File: src/rtl/slc_pkg.sv
// Shared constants, register codes and result type of the LRU cache tag block.
package slc_pkg;

	// default geometry
	localparam int MAX_WAYS     = 8;
	localparam int MAX_SET_BITS = 9;
	localparam int OFFSET_BITS  = 6;

	// fixed field widths
	localparam int ADDR_W    = 32;
	localparam int CNT_W     = 32;
	localparam int CFG_W     = 4;
	localparam int CFG_IDX_W = 2;

	// register indexes
	localparam logic [CFG_IDX_W-1:0] REG_WAYS_IN_USE    = CFG_IDX_W'(0);
	localparam logic [CFG_IDX_W-1:0] REG_SET_INDEX_BITS = CFG_IDX_W'(1);

	// register reset values
	localparam logic [CFG_W-1:0] WAYS_RESET     = CFG_W'(1);
	localparam logic [CFG_W-1:0] SET_BITS_RESET = CFG_W'(9);

	// one result beat
	typedef struct packed {
		logic             hit;
		logic [CNT_W-1:0] miss_count;
		logic [CNT_W-1:0] access_count;
	} slc_result_t;

endpackage

File: src/rtl/slc_front.sv
// Front end: config registers and address classification into block, set and ways.
module slc_front #(
	parameter int MAX_WAYS     = slc_pkg::MAX_WAYS,
	parameter int MAX_SET_BITS = slc_pkg::MAX_SET_BITS,
	parameter int OFFSET_BITS  = slc_pkg::OFFSET_BITS,
	localparam int TAG_W  = slc_pkg::ADDR_W - OFFSET_BITS,
	localparam int SET_AW = (MAX_SET_BITS > 0) ? MAX_SET_BITS : 1,
	localparam int WCNT_W = $clog2(MAX_WAYS + 1),
	localparam int ITEM_W = TAG_W + SET_AW + WCNT_W
) (
	input  logic                           clk,
	input  logic                           arst_n,
	input  logic                           cfg_valid,
	output logic                           cfg_ready,
	input  logic [slc_pkg::CFG_IDX_W-1:0]  cfg_index,
	input  logic [slc_pkg::CFG_W-1:0]      cfg_data,
	input  logic [slc_pkg::ADDR_W-1:0]     address,
	output logic [ITEM_W-1:0]              item
);

	typedef struct packed {
		logic [TAG_W-1:0]  block;
		logic [SET_AW-1:0] set;
		logic [WCNT_W-1:0] ways;
	} item_t;

	logic [slc_pkg::CFG_W-1:0] ways_q;
	logic [slc_pkg::CFG_W-1:0] set_bits_q;
	item_t                     item_w;

	assign cfg_ready = 1'b1;

	always_ff @(posedge clk or negedge arst_n) begin
		if (!arst_n) begin
			ways_q     <= slc_pkg::WAYS_RESET;
			set_bits_q <= slc_pkg::SET_BITS_RESET;
		end else if (cfg_valid) begin
			unique case (cfg_index)
				slc_pkg::REG_WAYS_IN_USE:    ways_q     <= cfg_data;
				slc_pkg::REG_SET_INDEX_BITS: set_bits_q <= cfg_data;
				default: ;
			endcase
		end
	end

	always_comb begin
		item_w.block = address[slc_pkg::ADDR_W-1:OFFSET_BITS];
		// low set_index_bits of the block number, capped at the store size
		for (int i = 0; i < SET_AW; i++) begin
			item_w.set[i] = item_w.block[i] && (i < MAX_SET_BITS) &&
				(i < int'(set_bits_q));
		end
		if (ways_q == '0) begin
			item_w.ways = WCNT_W'(1);
		end else if (int'(ways_q) > MAX_WAYS) begin
			item_w.ways = WCNT_W'(MAX_WAYS);
		end else begin
			item_w.ways = WCNT_W'(ways_q);
		end
	end

	assign item = item_w;

endmodule

File: config.mk
export PLATFORM = sky130hd
export DESIGN_NAME = slc_front
export DESIGN_NICKNAME = d
export VERILOG_FILES = /design/src/rtl/slc_pkg.sv /design/src/rtl/slc_front.sv
export SDC_FILE = /design/constraint.sdc
export NUM_CORES = 1
export LEC_CHECK = 0
export BUFFER_PORTS_ARGS = -buffer_cell sky130_fd_sc_hd__buf_2
export CORE_ASPECT_RATIO = 1.4
export CORE_MARGIN = 10
export CORE_UTILIZATION = 29
export DETAILED_ROUTE_END_ITERATION = 10
export GPL_TIMING_DRIVEN = 0
export MAX_ROUTING_LAYER = met4
export PLACE_DENSITY = 0.73
export SYNTH_ARGS = -nofsm -noshare
export SYNTH_HDL_FRONTEND = slang
export SYNTH_SLANG_ARGS = --single-unit
File: constraint.sdc
create_clock -name clk -period 0.9 [get_ports clk]
set_input_delay 0.09 -clock clk [delete_from_list [all_inputs] [get_ports clk]]
set_output_delay 0.09 -clock clk [all_outputs]
set_load 0.03 [all_outputs]
* Word-level counts from Yosys, hierarchy flattened
Cells that the tools add are included.
Word-level totals: register bits 8, input port bits 41, output and inout port bits 40
Cells by class: muxes and demuxes 2, magnitude comparators 10, reductions and logical operators 13, eq/ne operators 1
Operators by type and width (count):
- 3-bit by 4-bit less-than comparator with 1-bit output, first input constant | 4
- 1-bit logical AND | 9
- 1-bit by 4-bit less-than comparator with 1-bit output, first input constant | 2
- 2-bit by 4-bit less-than comparator with 1-bit output, first input constant | 2
- 4-bit two-way mux | 2
- 4-bit greater-than comparator, second input constant | 1
- 4-bit logical NOT | 1
- 4-bit less-than comparator, first input constant | 1
- 2-bit AND reduction | 2
- 2-bit by 1-bit == test with 1-bit output, second input constant | 1
- 2-bit logical NOT | 1

* Depth between registers and ports, before layout
depth after elaboration 3, depth in mapped cells 3, mapped depth without buffers 2

* Worst setup path before layout
OpenSTA, ideal clock, no wires.
path type flip-flop to output port, start point register set_bits_q[3] (netlist name), end point output port item[6], setup slack -0.610 ns, arrival 1.420 ns, cell stages (with the launch flop) 4, cells stage by stage dfstp_2 -> buf_2 -> nor2_1 -> a21boi_0
Between the ends: longest elaborated chain between the ends 2
RTL lines:
- start: declaration | RTL line slc_front.sv:28 | logic [slc_pkg::CFG_W-1:0] set_bits_q;
- start signal: assignment | RTL line slc_front.sv:36 | set_bits_q <= slc_pkg::SET_BITS_RESET;
- start signal: assignment | RTL line slc_front.sv:40 | slc_pkg::REG_SET_INDEX_BITS: set_bits_q <= cfg_data;
- 2-bit by 4-bit less-than comparator with 1-bit output | RTL line slc_front.sv:51 | (i < int'(set_bits_q));
- 1-bit logical AND | RTL line slc_front.sv:50 | item_w.set[i] = item_w.block[i] && (i < MAX_SET_BITS) &&
- end: declaration | RTL line slc_front.sv:18 | output logic [ITEM_W-1:0] item
Every way passes these cells.

* Worst setup path in the final report
start point register set_bits_q[1] (netlist name), end point output port item[4]
Between the ends: longest elaborated chain between the ends 2
RTL lines (RTL line):
- 1-bit by 4-bit less-than comparator with 1-bit output | slc_front.sv:51
- 1-bit logical AND | slc_front.sv:50
Every way passes these cells.

==> flow_metrics.env <==
export IMPL_p_switching_uw=809
export IMPL_use_met1_pct=10.6
export IMPL_synth_async_reset_ratio_pct=100
export IMPL_nets=172
export IMPL_violations="setup timing"
export IMPL_finalClockSkew_ns=0
export IMPL_intPower_uw=1170
export IMPL_powerDensity_mw_per_mm2=1680
export IMPL_synth_area_leaders="buf_4 (30%), dfrtp_1 (19%), mux2_2 (14%)"
export IMPL_synth_top_area_share_pct=30.5
export IMPL_netlist_area_um2=666
export IMPL_hold_start="cfg_data[2]"
export IMPL_cp_end_kind="output pin"
export IMPL_start_util_pct=30.6
export IMPL_routed_via_density=4.58
export IMPL_coreArea_mm2=0.00218
export IMPL_boundaryPins=81
export IMPL_fp_row_count=20
export IMPL_fin_area_mm2=0.00118
export IMPL_dpl_cell_area_mm2=0.00101
export IMPL_drtPass1Iterations=2
export IMPL_ant_nets=0
export IMPL_synth_edff_count=0
export IMPL_drv_slew=0
export IMPL_leakage_uw=0.000619
export IMPL_fillerInstances=203
export IMPL_rsz0062_at_grt="yes"
export IMPL_groute_usage_overall_pct=10.9
export IMPL_synth_seq_cells=8
export IMPL_p_comb_share_pct=56.1
export IMPL_cts_sinks=8
export IMPL_hold_violations=0
export IMPL_routed_wl_um=2600
export IMPL_port_buffers=56
export IMPL_busiest_layer="met2"
export IMPL_cts_tree="built"
export IMPL_synth_fp_nets=109
export IMPL_arrival_ns=1.25
export IMPL_use_met2_pct=17.8
export IMPL_dp_cells=146
export IMPL_fp_dieW_um=60.5
export IMPL_max_freq_mhz=748
export IMPL_fin_ws_ns=-0.436
export IMPL_timing_hold_ws_ns=0.0838
export IMPL_clk_pin_slew_ns=0.06
export IMPL_finalNonFillerCells=152
export IMPL_cts_root_buf="clkbuf_4"
export IMPL_synthFlopType="dfrtp_1"
export IMPL_synthTopCellsByCount="buf_4 (27), mux2_2 (8), dfrtp_1 (5), nor2b_1 (5)"
export IMPL_syn_inst=68
export IMPL_num_vias=696
export IMPL_wl_per_cell_um=17.1
export IMPL_ff2ff_path_depth=3
export IMPL_clockBufferDepth=2
export IMPL_finalPower_uw=1980
export IMPL_period_share_pct=148
export IMPL_cts_made_buffers=3
export IMPL_r2r_start="set_bits_q[1]"
export IMPL_startpoint_type="register"
export IMPL_power_frac_seq_pct=28.9
export IMPL_maxCapViolCount=0
export IMPL_grt_max_degree=10
export IMPL_antenna_found_initial=0
export IMPL_fin_crit_ns=1.34
export IMPL_die_y_um=76.7
export IMPL_outcome="finished, violations left"
export IMPL_startpoint="set_bits_q[1]"
export IMPL_htreeDepth=1
export IMPL_grt_pass1_wl_um=3990
export IMPL_yosysSeqAreaShare_pct=30.6
export IMPL_yosysMostFrequentCell="buf_4"
export IMPL_dp_slack_ns=-0.275
export IMPL_hp_class="in -> reg"
export IMPL_finalSetupViolCount=15
export IMPL_power_frac_clock_pct=15.0
export IMPL_gr_total_overflow=0
export IMPL_yosysTopAreaCell="buf_4"
export IMPL_synth_distinct_cells=21
export IMPL_hold_depth=2
export IMPL_worstPathMaxFanout=8
export IMPL_avgSynthCellArea_um2=9.79
export IMPL_yosys_warnings=0
export IMPL_syn_to_final_growth_pct=76.7
export IMPL_grt_pass1_vias=792
export IMPL_insertion_delay_ns=0.25
export IMPL_die_area_mm2=0.00464
export IMPL_peakVddDrop_uv=1150
export IMPL_grt_util_met3_pct=4.94
export IMPL_drcViolationCount=0
export IMPL_antennaDiodeCount=0
export IMPL_gp_congestion=0.663
export IMPL_crit_required_ns=0.81
export IMPL_swShare_pct=40.8
export IMPL_layout_drive_gt1_share_pct=90.0
export IMPL_crit_type="reg -> out"
export IMPL_drt_iter0_drc=19
state kept, by name, indices dropped and copies added, names as in the netlist:
| name | count |
|---|---|
| set_bits_q | 4 |
| ways_q | 4 |
worst max-delay path, cell delays in order, from the launching register on:
cell and delay [ns]:
dfrtp_2 0.45, o41a_1 0.39, buf_6 0.15
worst paths after layout:
path                            endpoint  slack (ns)
min in group asynchronous      ways_q[2]        0.22
max in group asynchronous  set_bits_q[0]        0.44
hold reg to reg                ways_q[2]        0.56
setup reg to reg           set_bits_q[1]       -0.17
setup / recovery                 item[4]       -0.44
hold / removal                 ways_q[2]        0.08
placed cells by master (no fill, tap or decap), drive strengths merged, types with 2 or more instances in the layout:
master  synthesis  routed
buf            28      87
mux2            8       8
nor2b           5       5
clkbuf          3       5
dfrtp           5       5
dfstp           3       3
nor2            2       2
o21a            2       2
metrics by stage:
stage | setup TNS (ns) | util, %
after floorplan | -1.18 | -
after global placement | -2.24 | 46.6
after detailed placement | -2.50 | 46.6
after CTS | -4.79 | 52.5
after global routing | -5.54 | 54.0
final | -4.80 | 54.0
per-layer routing:
metal  up-vias  wire (um)
li1        319          -
met4         0         22
met2        64       1200
met5         -          0
met3         4        540
met1       309        831
timing repair:
action,CTS,global route
endpoints found under the hold margin,8,0
endpoints found under the setup margin,15,14
hold buffers,1,0
gates resized for setup,33,5
buffers inserted,1,3
pin swaps,2,3
power by group through the flow:
stage	Combinational (uW)	Clock [uW]	Sequential, uW
floorplan	712	0	494
global placement	945	0	503
detailed placement	964	0	509
CTS	1060	312	575
global route	1180	336	588
finish	1110	297	573
kinds of logic (layout without fill, tap and decap cells):
family                 count (synthesis)  count (layout)  synth area share [%]
flip-flops                             8               8                  30.6
AO/OA/AOI/OAI                          9               9                  11.1
other                                  1               1                 0.563
multiplexers                           8               8                  13.5
buffers and inverters                 31              93                  32.9
AND/OR/NAND/NOR                       11              11                  11.3
layout make-up:
class,instances,area (um^2),share of cell area [%]
well taps,22,27.5,2.34
repair buffers,61,409,34.8
clock buffers,4,26.3,2.23
plain buffers,28,208,17.7
flip-flops and latches,8,208,17.7
multi-input cells,29,298,25.3
Power figures use the tool's default switching activity.
