**config.mk**
```make
export PLATFORM = sky130hd
export DESIGN_NAME = slc_fifo
export DESIGN_NICKNAME = d
export VERILOG_FILES = /design/src/rtl/slc_fifo.sv
export SDC_FILE = /design/constraint.sdc
export NUM_CORES = 1
export LEC_CHECK = 0
export BUFFER_PORTS_ARGS = -buffer_cell sky130_fd_sc_hd__buf_2
export CORE_ASPECT_RATIO = 0.9
export CORE_MARGIN = 1
export CORE_UTILIZATION = 38
export CTS_BUF_LIST = sky130_fd_sc_hd__clkbuf_4 sky130_fd_sc_hd__clkbuf_8
export CTS_CLUSTER_DIAMETER = 200
export CTS_CLUSTER_SIZE = 24
export DETAILED_ROUTE_END_ITERATION = 8
export GPL_TIMING_DRIVEN = 1
export PLACE_DENSITY = 0.69
export SYNTH_ARGS = -nofsm -noshare
export SYNTH_HDL_FRONTEND = slang
export SYNTH_SLANG_ARGS = --single-unit
```
**constraint.sdc**
```tcl
create_clock -name clk -period 2.25 [get_ports clk]
set_input_delay 0.45 -clock clk [delete_from_list [all_inputs] [get_ports clk]]
set_output_delay 0.45 -clock clk [all_outputs]
set_load 0.02 [all_outputs]
```
**src/rtl/slc_fifo.sv**
```systemverilog
// Small synchronous FIFO used between front and back and on the result side.
module slc_fifo #(
	parameter int WIDTH = 8,
	parameter int DEPTH = 2
) (
	input  logic             clk,
	input  logic             arst_n,
	input  logic             wr_en,
	input  logic [WIDTH-1:0] wr_data,
	input  logic             rd_en,
	output logic [WIDTH-1:0] rd_data,
	output logic             full,
	output logic             empty
);

	localparam int PTR_W = (DEPTH > 1) ? $clog2(DEPTH) : 1;
	localparam int CNT_W = $clog2(DEPTH + 1);

	logic [WIDTH-1:0] data_q [DEPTH];
	logic [PTR_W-1:0] wr_ptr_q;
	logic [PTR_W-1:0] rd_ptr_q;
	logic [CNT_W-1:0] count_q;
	logic             do_wr;
	logic             do_rd;

	assign full    = (count_q == CNT_W'(DEPTH));
	assign empty   = (count_q == '0);
	assign do_wr   = wr_en && !full;
	assign do_rd   = rd_en && !empty;
	assign rd_data = data_q[rd_ptr_q];

	always_ff @(posedge clk or negedge arst_n) begin
		if (!arst_n) begin
			wr_ptr_q <= '0;
			rd_ptr_q <= '0;
			count_q  <= '0;
		end else begin
			if (do_wr) begin
				wr_ptr_q <= (wr_ptr_q == PTR_W'(DEPTH - 1)) ? '0 : wr_ptr_q + 1'b1;
			end
			if (do_rd) begin
				rd_ptr_q <= (rd_ptr_q == PTR_W'(DEPTH - 1)) ? '0 : rd_ptr_q + 1'b1;
			end
			if (do_wr && !do_rd) begin
				count_q <= count_q + 1'b1;
			end else if (do_rd && !do_wr) begin
				count_q <= count_q - 1'b1;
			end
		end
	end

	always_ff @(posedge clk) begin
		if (do_wr) begin
			data_q[wr_ptr_q] <= wr_data;
		end
	end

endmodule

```
==> After elaboration in Yosys (flattened, before gate mapping) <==
Memories as Yosys holds them, arrays and structs flattened.
Index checks and enable logic that the tools add are counted.
{ "totals": {"ff_bits": 4, "ramBits": 16, "output_inout_bits": 10, "memories": 1} }
{ "memory_table": {"columns": ["memory", "words", "word_bits", "rd", "rd_ports_with_merged_regs", "write_ports", "line", "source"], "rows": [
  ["data_q", 2, 8, 1, 0, 1, "19", "logic [WIDTH-1:0] data_q [DEPTH];"]
]} }
{ "classes": {"n_addsub": 4, "eq_ne": 1, "n_mux": 6, "n_reduce_logical": 10} }
{ "ops": {"columns": ["cell", "n"], "rows": [
  ["logical AND 1 bit", 4],
  ["zero test 1 bit", 4],
  ["2-to-1 mux 1 bit", 4],
  ["2-to-1 mux 2 bit", 2],
  ["adder 1 bit, second input constant", 2],
  ["adder 2 x 1 -> 2 bit, second input constant", 1],
  ["equality test 2 bit, second input constant", 1],
  ["zero test 2 bit", 1],
  ["nonzero test 2 bit", 1],
  ["subtractor 2 x 1 -> 2 bit, second input constant", 1]
]} }

==> Depth between registers and ports, before layout <==
{ "depth": {"depth_word": 7, "depth_mapped": 7} }

==> Worst setup path before layout <==
Ideal clock, no wire load.
{ "synth_path": {"path_type": "register to register", "start": "reg count_q[0]", "end": "mem data_q[0][0], enable pin", "setup_ns": 0.370, "arrival_time_ns": 1.022, "required_time_ns": 1.880, "path_slack_ns": 0.858, "path_stages_with_launch": 4, "synth_period_minus_slack_ns": 1.392, "path_cell_list": "dfrtp_1 > nand2b_1 > nand2_2 > nor2_1"} }
{ "synth_between": {"elab_chain_len": 5} }
{ "synth_rtl": {"columns": ["element", "line", "source"], "rows": [
  ["start: declaration", "22", "logic [CNT_W-1:0] count_q;"],
  ["start signal: assignment", "45", "count_q <= count_q + 1'b1;"],
  ["start signal: assignment", "47", "count_q <= count_q - 1'b1;"],
  ["equality test 2 bit", "26", "assign full = (count_q == CNT_W'(DEPTH));"],
  ["zero test 1 bit", "28", "assign do_wr = wr_en && !full;"],
  ["logical AND 1 bit", "28", null],
  ["2-to-1 mux 1 bit", "53", "if (do_wr) begin"],
  ["2-to-1 mux 1 bit (implied by the code)", "54", "data_q[wr_ptr_q] <= wr_data;"],
  ["end: declaration", "19", null]
]} }
No other way between the ends.

==> Worst setup path after layout <==
{ "layout_path": {"start": "reg rd_ptr_q", "end": "out rd_data[0]"} }
{ "layout_between": {"elab_chain_len": 1} }
{ "layout_rtl": {"columns": ["element", "line", "source"], "rows": [
  ["start: declaration", "21", "logic [PTR_W-1:0] rd_ptr_q;"],
  ["start signal: assignment", "42", "rd_ptr_q <= (rd_ptr_q == PTR_W'(DEPTH - 1)) ? '0 : rd_ptr_q + 1'b1;"],
  ["memory (2 x 8 bit)", null, null],
  ["end: declaration", "11", "output logic [WIDTH-1:0] rd_data,"]
]} }
No other way between the ends.

==> reports/results.env <==
RUN_STATUS='finished, final reports clean'
CTS_ROOT_BUFFER='clkbuf_4'
WORST_EP_ARRIVAL_TIME_NS=1.42
CTS_MAX_LEVEL=1
IO_PINS=22
SLEW_HEADROOM=0.736
COUNT_OF_FINAL_HOLD_CHECK_VIOLATIONS=0
CRIT_CHAIN='mux2_1 -> buf_2'
TRACK_USAGE=0.113
RSZ_0062_RAISED_AFTER_GLOBAL_ROUTING='false'
POST_ROUTE_CELLS_DRIVE_ABOVE_1_SHARE=0.429
DRT_ITER0_DRC=4
WORST_SKEW_PAIR_LATER_PIN_LATENCY_NS=0.29
FILL_CELLS=176
NUMBER_OF_SYNTHESIZED_FLOPS_WITH_AN_ENABLE_PIN=16
LARGEST_NET_DEGREE_AT_THE_START_OF_GLOBAL_ROUTING=12
CRITICAL-PATH-SLOWEST-CELL='dfrtp_1'
FLOORPLAN.ROWS=15
CTS.REPAIR.RESIZED=0
FLOW.AREA_GROWTH_FROM_SYNTHESIS_PCT=23.7
FINAL.HOLD.WORST_SLACK_NS=0.344
SYNTHESIS.AREA_PER_INSTANCE_UM2=17.8
PLACE.DETAILED.HPWL_UM=778
CRITPATHKIND='reg -> out'
TIMING.CLOCK.SKEW_NS=0.00248
IO_BUFFER_COUNT=21
WORSTMARGINPINSLEW_NS=0.395
YS_SEQ_ELEMENTS=20
POST_SYNTH_MOST_FREQUENT_CELLS='16 x edfxtp_1, 6 x mux2_1, 4 x dfrtp_1, 3 x nor2_1'
DESIGN.FINAL.NETS=84
STATIC-LEAKAGE-POWER_nW=0.405
ANTENNA_CELLS=0
POSTSYNTHNETCOUNT=57
TRITONCTS_CLOCK_TREE='yes'
POST-PLACE-CELLS=90
CLOCK_PERIOD_MINUS_FINAL_WORST_SETUP_SLACK_NS=1.87
GP_CONGESTION=0.569
DRT_DRC_VIOLATIONS_LEFT=0
FINAL_DESIGN_AREA_NO_FILL_UM2=967
CPLARGESTDELAYFAMILY='flip-flops'
FIN_TNS_SETUP_NS=0
MAX_CAP_VIOLATIONS=0
CTS_BUFFERS=3
ANTENNA_FOUND_INITIAL=0
YOSYS.AREA.TOP_TYPE='edfxtp_1'
MAXSLEWVIOLCOUNT=0
FINAL.PERIOD_UTILIZATION=0.833
CRITICAL_PATH_BUF_INV_COUNT=1
DIEAREA_UM2=2240
CP-START-KIND='register'
CTSLONGESTPATHBUFFERS=2
POSTSYNTHCELLCOUNT=44
CORE_UM2=1930
YS_WARNS=0
DETAILROUTE.VIA_COUNT=439
FINAL_CORE_UTILIZATION=0.500
SHARE_OF_THE_SYNTHESIZED_AREA_IN_THE_TOP_CELL_TYPE=0.614
CRIT_PATH_CAPTURE_TYPE='output port'
CLKTRANSATPATHREGS_NS=0.10
SYNTHMOSTINSTANTIATEDCELL='edfxtp_1'
DRT-VIAS-PER-INSTANCE=4.62
SYNTH_CELL_TYPES=15
GRT_FIRST_PASS_WIRELENGTH_MM=1.70
FIRST_GLOBAL_VIAS=367
TIMING.FINAL.SETUP_VIOLATIONS=0
STARTING_DENSITY_OF_THE_CORE=0.405
HOLD_CLASS='in -> reg'
POWER.DENSITY_nW_PER_UM2=1280
CLKSINKCOUNT=20
OVERFLOW=0
YS_TOP_CELLS_BY_AREA='edfxtp_1 61%, dfrtp_1 13%, mux2_1 8.6%'
YS_DOMINANT_REG_CELL='edfxtp_1'
SYN-CELL-AREA_UM2=782
ROUTE.DETAILED.WL_PER_INST_UM=11.6
CRIT_PATH_MAX_INCR_DELAY_NS=0.60
DIE_Y_UM=45.0
DIE_W_UM=49.8
TIMING.FMAX_MHz=534
DETAIL-ROUTE-ANTENNA-NETS=0
WORST-ENDPOINT-REQUIRED_NS=1.80
ASYNC_SET_OR_RESET_REGISTER_RATIO_AFTER_SYNTHESIS=0.200
LAYOUTNONFILLERINSTCOUNT=95
SYNTH_SEQ_AREA_SHARE=0.742
PLACED_CELL_AREA_UM2=921
INITIAL_DRT_PASS_ITERATIONS=3
TOTALWIRELENGTH_MM=1.10
POWER.IR.VDD_WORST_uV=638
PATH_MAX_FANOUT=9
timing repair:
item                       4_1_cts  5_1_grt
setup endpoints to repair        0        0
hold endpoints to repair         4        0
hold buffers                     1        0
setup buffers                    0        0
stage by stage:
step / power [mW] / setup WS (ns)
floorplan: 0.921 / 0.858
CTS: 1.26 / 0.337
detailed placement: 1.06 / 0.693
global route: 1.31 / 0.285
global placement: 1.05 / 0.701
finish: 1.24 / 0.377
report_power, final:
part,leakage (nW),internal (mW),switching [mW]
Combinational,0.188,0.199,0.245
Sequential,0.195,0.517,0.0811
Clock,0.0210,0.0985,0.0961
Total,0.405,0.815,0.423
kinds of logic after synthesis:
kind of cell | after synthesis | share of synthesized area
flip-flops | 20 | 0.742
adder cells (fa/ha/maj) | 1 | 0.0160
buffers and inverters | 3 | 0.0160
multiplexers | 8 | 0.115
AND/OR/NAND/NOR | 6 | 0.0384
AO/OA/AOI/OAI | 1 | 0.00639
XOR/XNOR | 5 | 0.0656
metal layers:
metal | track usage | part of all wire | vias up
li1 | - | - | 210
met1 | 0.143 | 0.45 | 212
met2 | 0.165 | 0.48 | 15
met3 | 0.0438 | 0.059 | 2
met4 | 0.0686 | 0.013 | 0
met5 | 0 | 0 | -
state kept, by name (all words and copies together) (netlist names):
name / count
count_q: 2
data_q: 16
rd_ptr_q: 1
wr_ptr_q: 1
layout make-up:
| class | count | area [um^2] | area share |
|---|---|---|---|
| Multi-Input combinational cell | 21 | 189 | 0.195 |
| Inverter | 2 | 7.51 | 0.00776 |
| Sequential cell | 20 | 581 | 0.600 |
| Tap cell | 25 | 31.3 | 0.0323 |
| Timing Repair Buffer | 23 | 123 | 0.127 |
| Clock buffer | 4 | 36.3 | 0.0375 |
worst paths after layout:
| kind | depth (start not counted) | slack [ns] | start | to |
|---|---|---|---|---|
| hold / removal | 1 | 0.34 | wr_data[7] | data_q[1][7] |
| min in group asynchronous | 2 | 0.50 | arst_n | count_q[1] |
| setup reg to reg | 7 | 0.77 | count_q[0] | count_q[1] |
| max in group asynchronous | 2 | 1.63 | arst_n | wr_ptr_q |
| hold reg to reg | 1 | 0.53 | wr_ptr_q | wr_ptr_q |
| setup / recovery | 2 | 0.38 | rd_ptr_q | rd_data[0] |
layout by cell type, fill, tap and decap left out:
master / instances
ha_1: 1
clkbuf_8: 1
nor2_1: 3
mux2_2: 2
clkbuf_4: 3
nand2_2: 1
mux2_1: 6
edfxtp_1: 16
nand2b_1: 1
buf_2: 21
dfrtp_1: 4
buf_4: 1
dlygate4sd3_1: 1
xnor2_2: 1
xnor2_1: 2
xor2_1: 2
inv_1: 2
o21ai_1: 1
and3_1: 1
No activity file was read; power rests on OpenSTA's default activity.
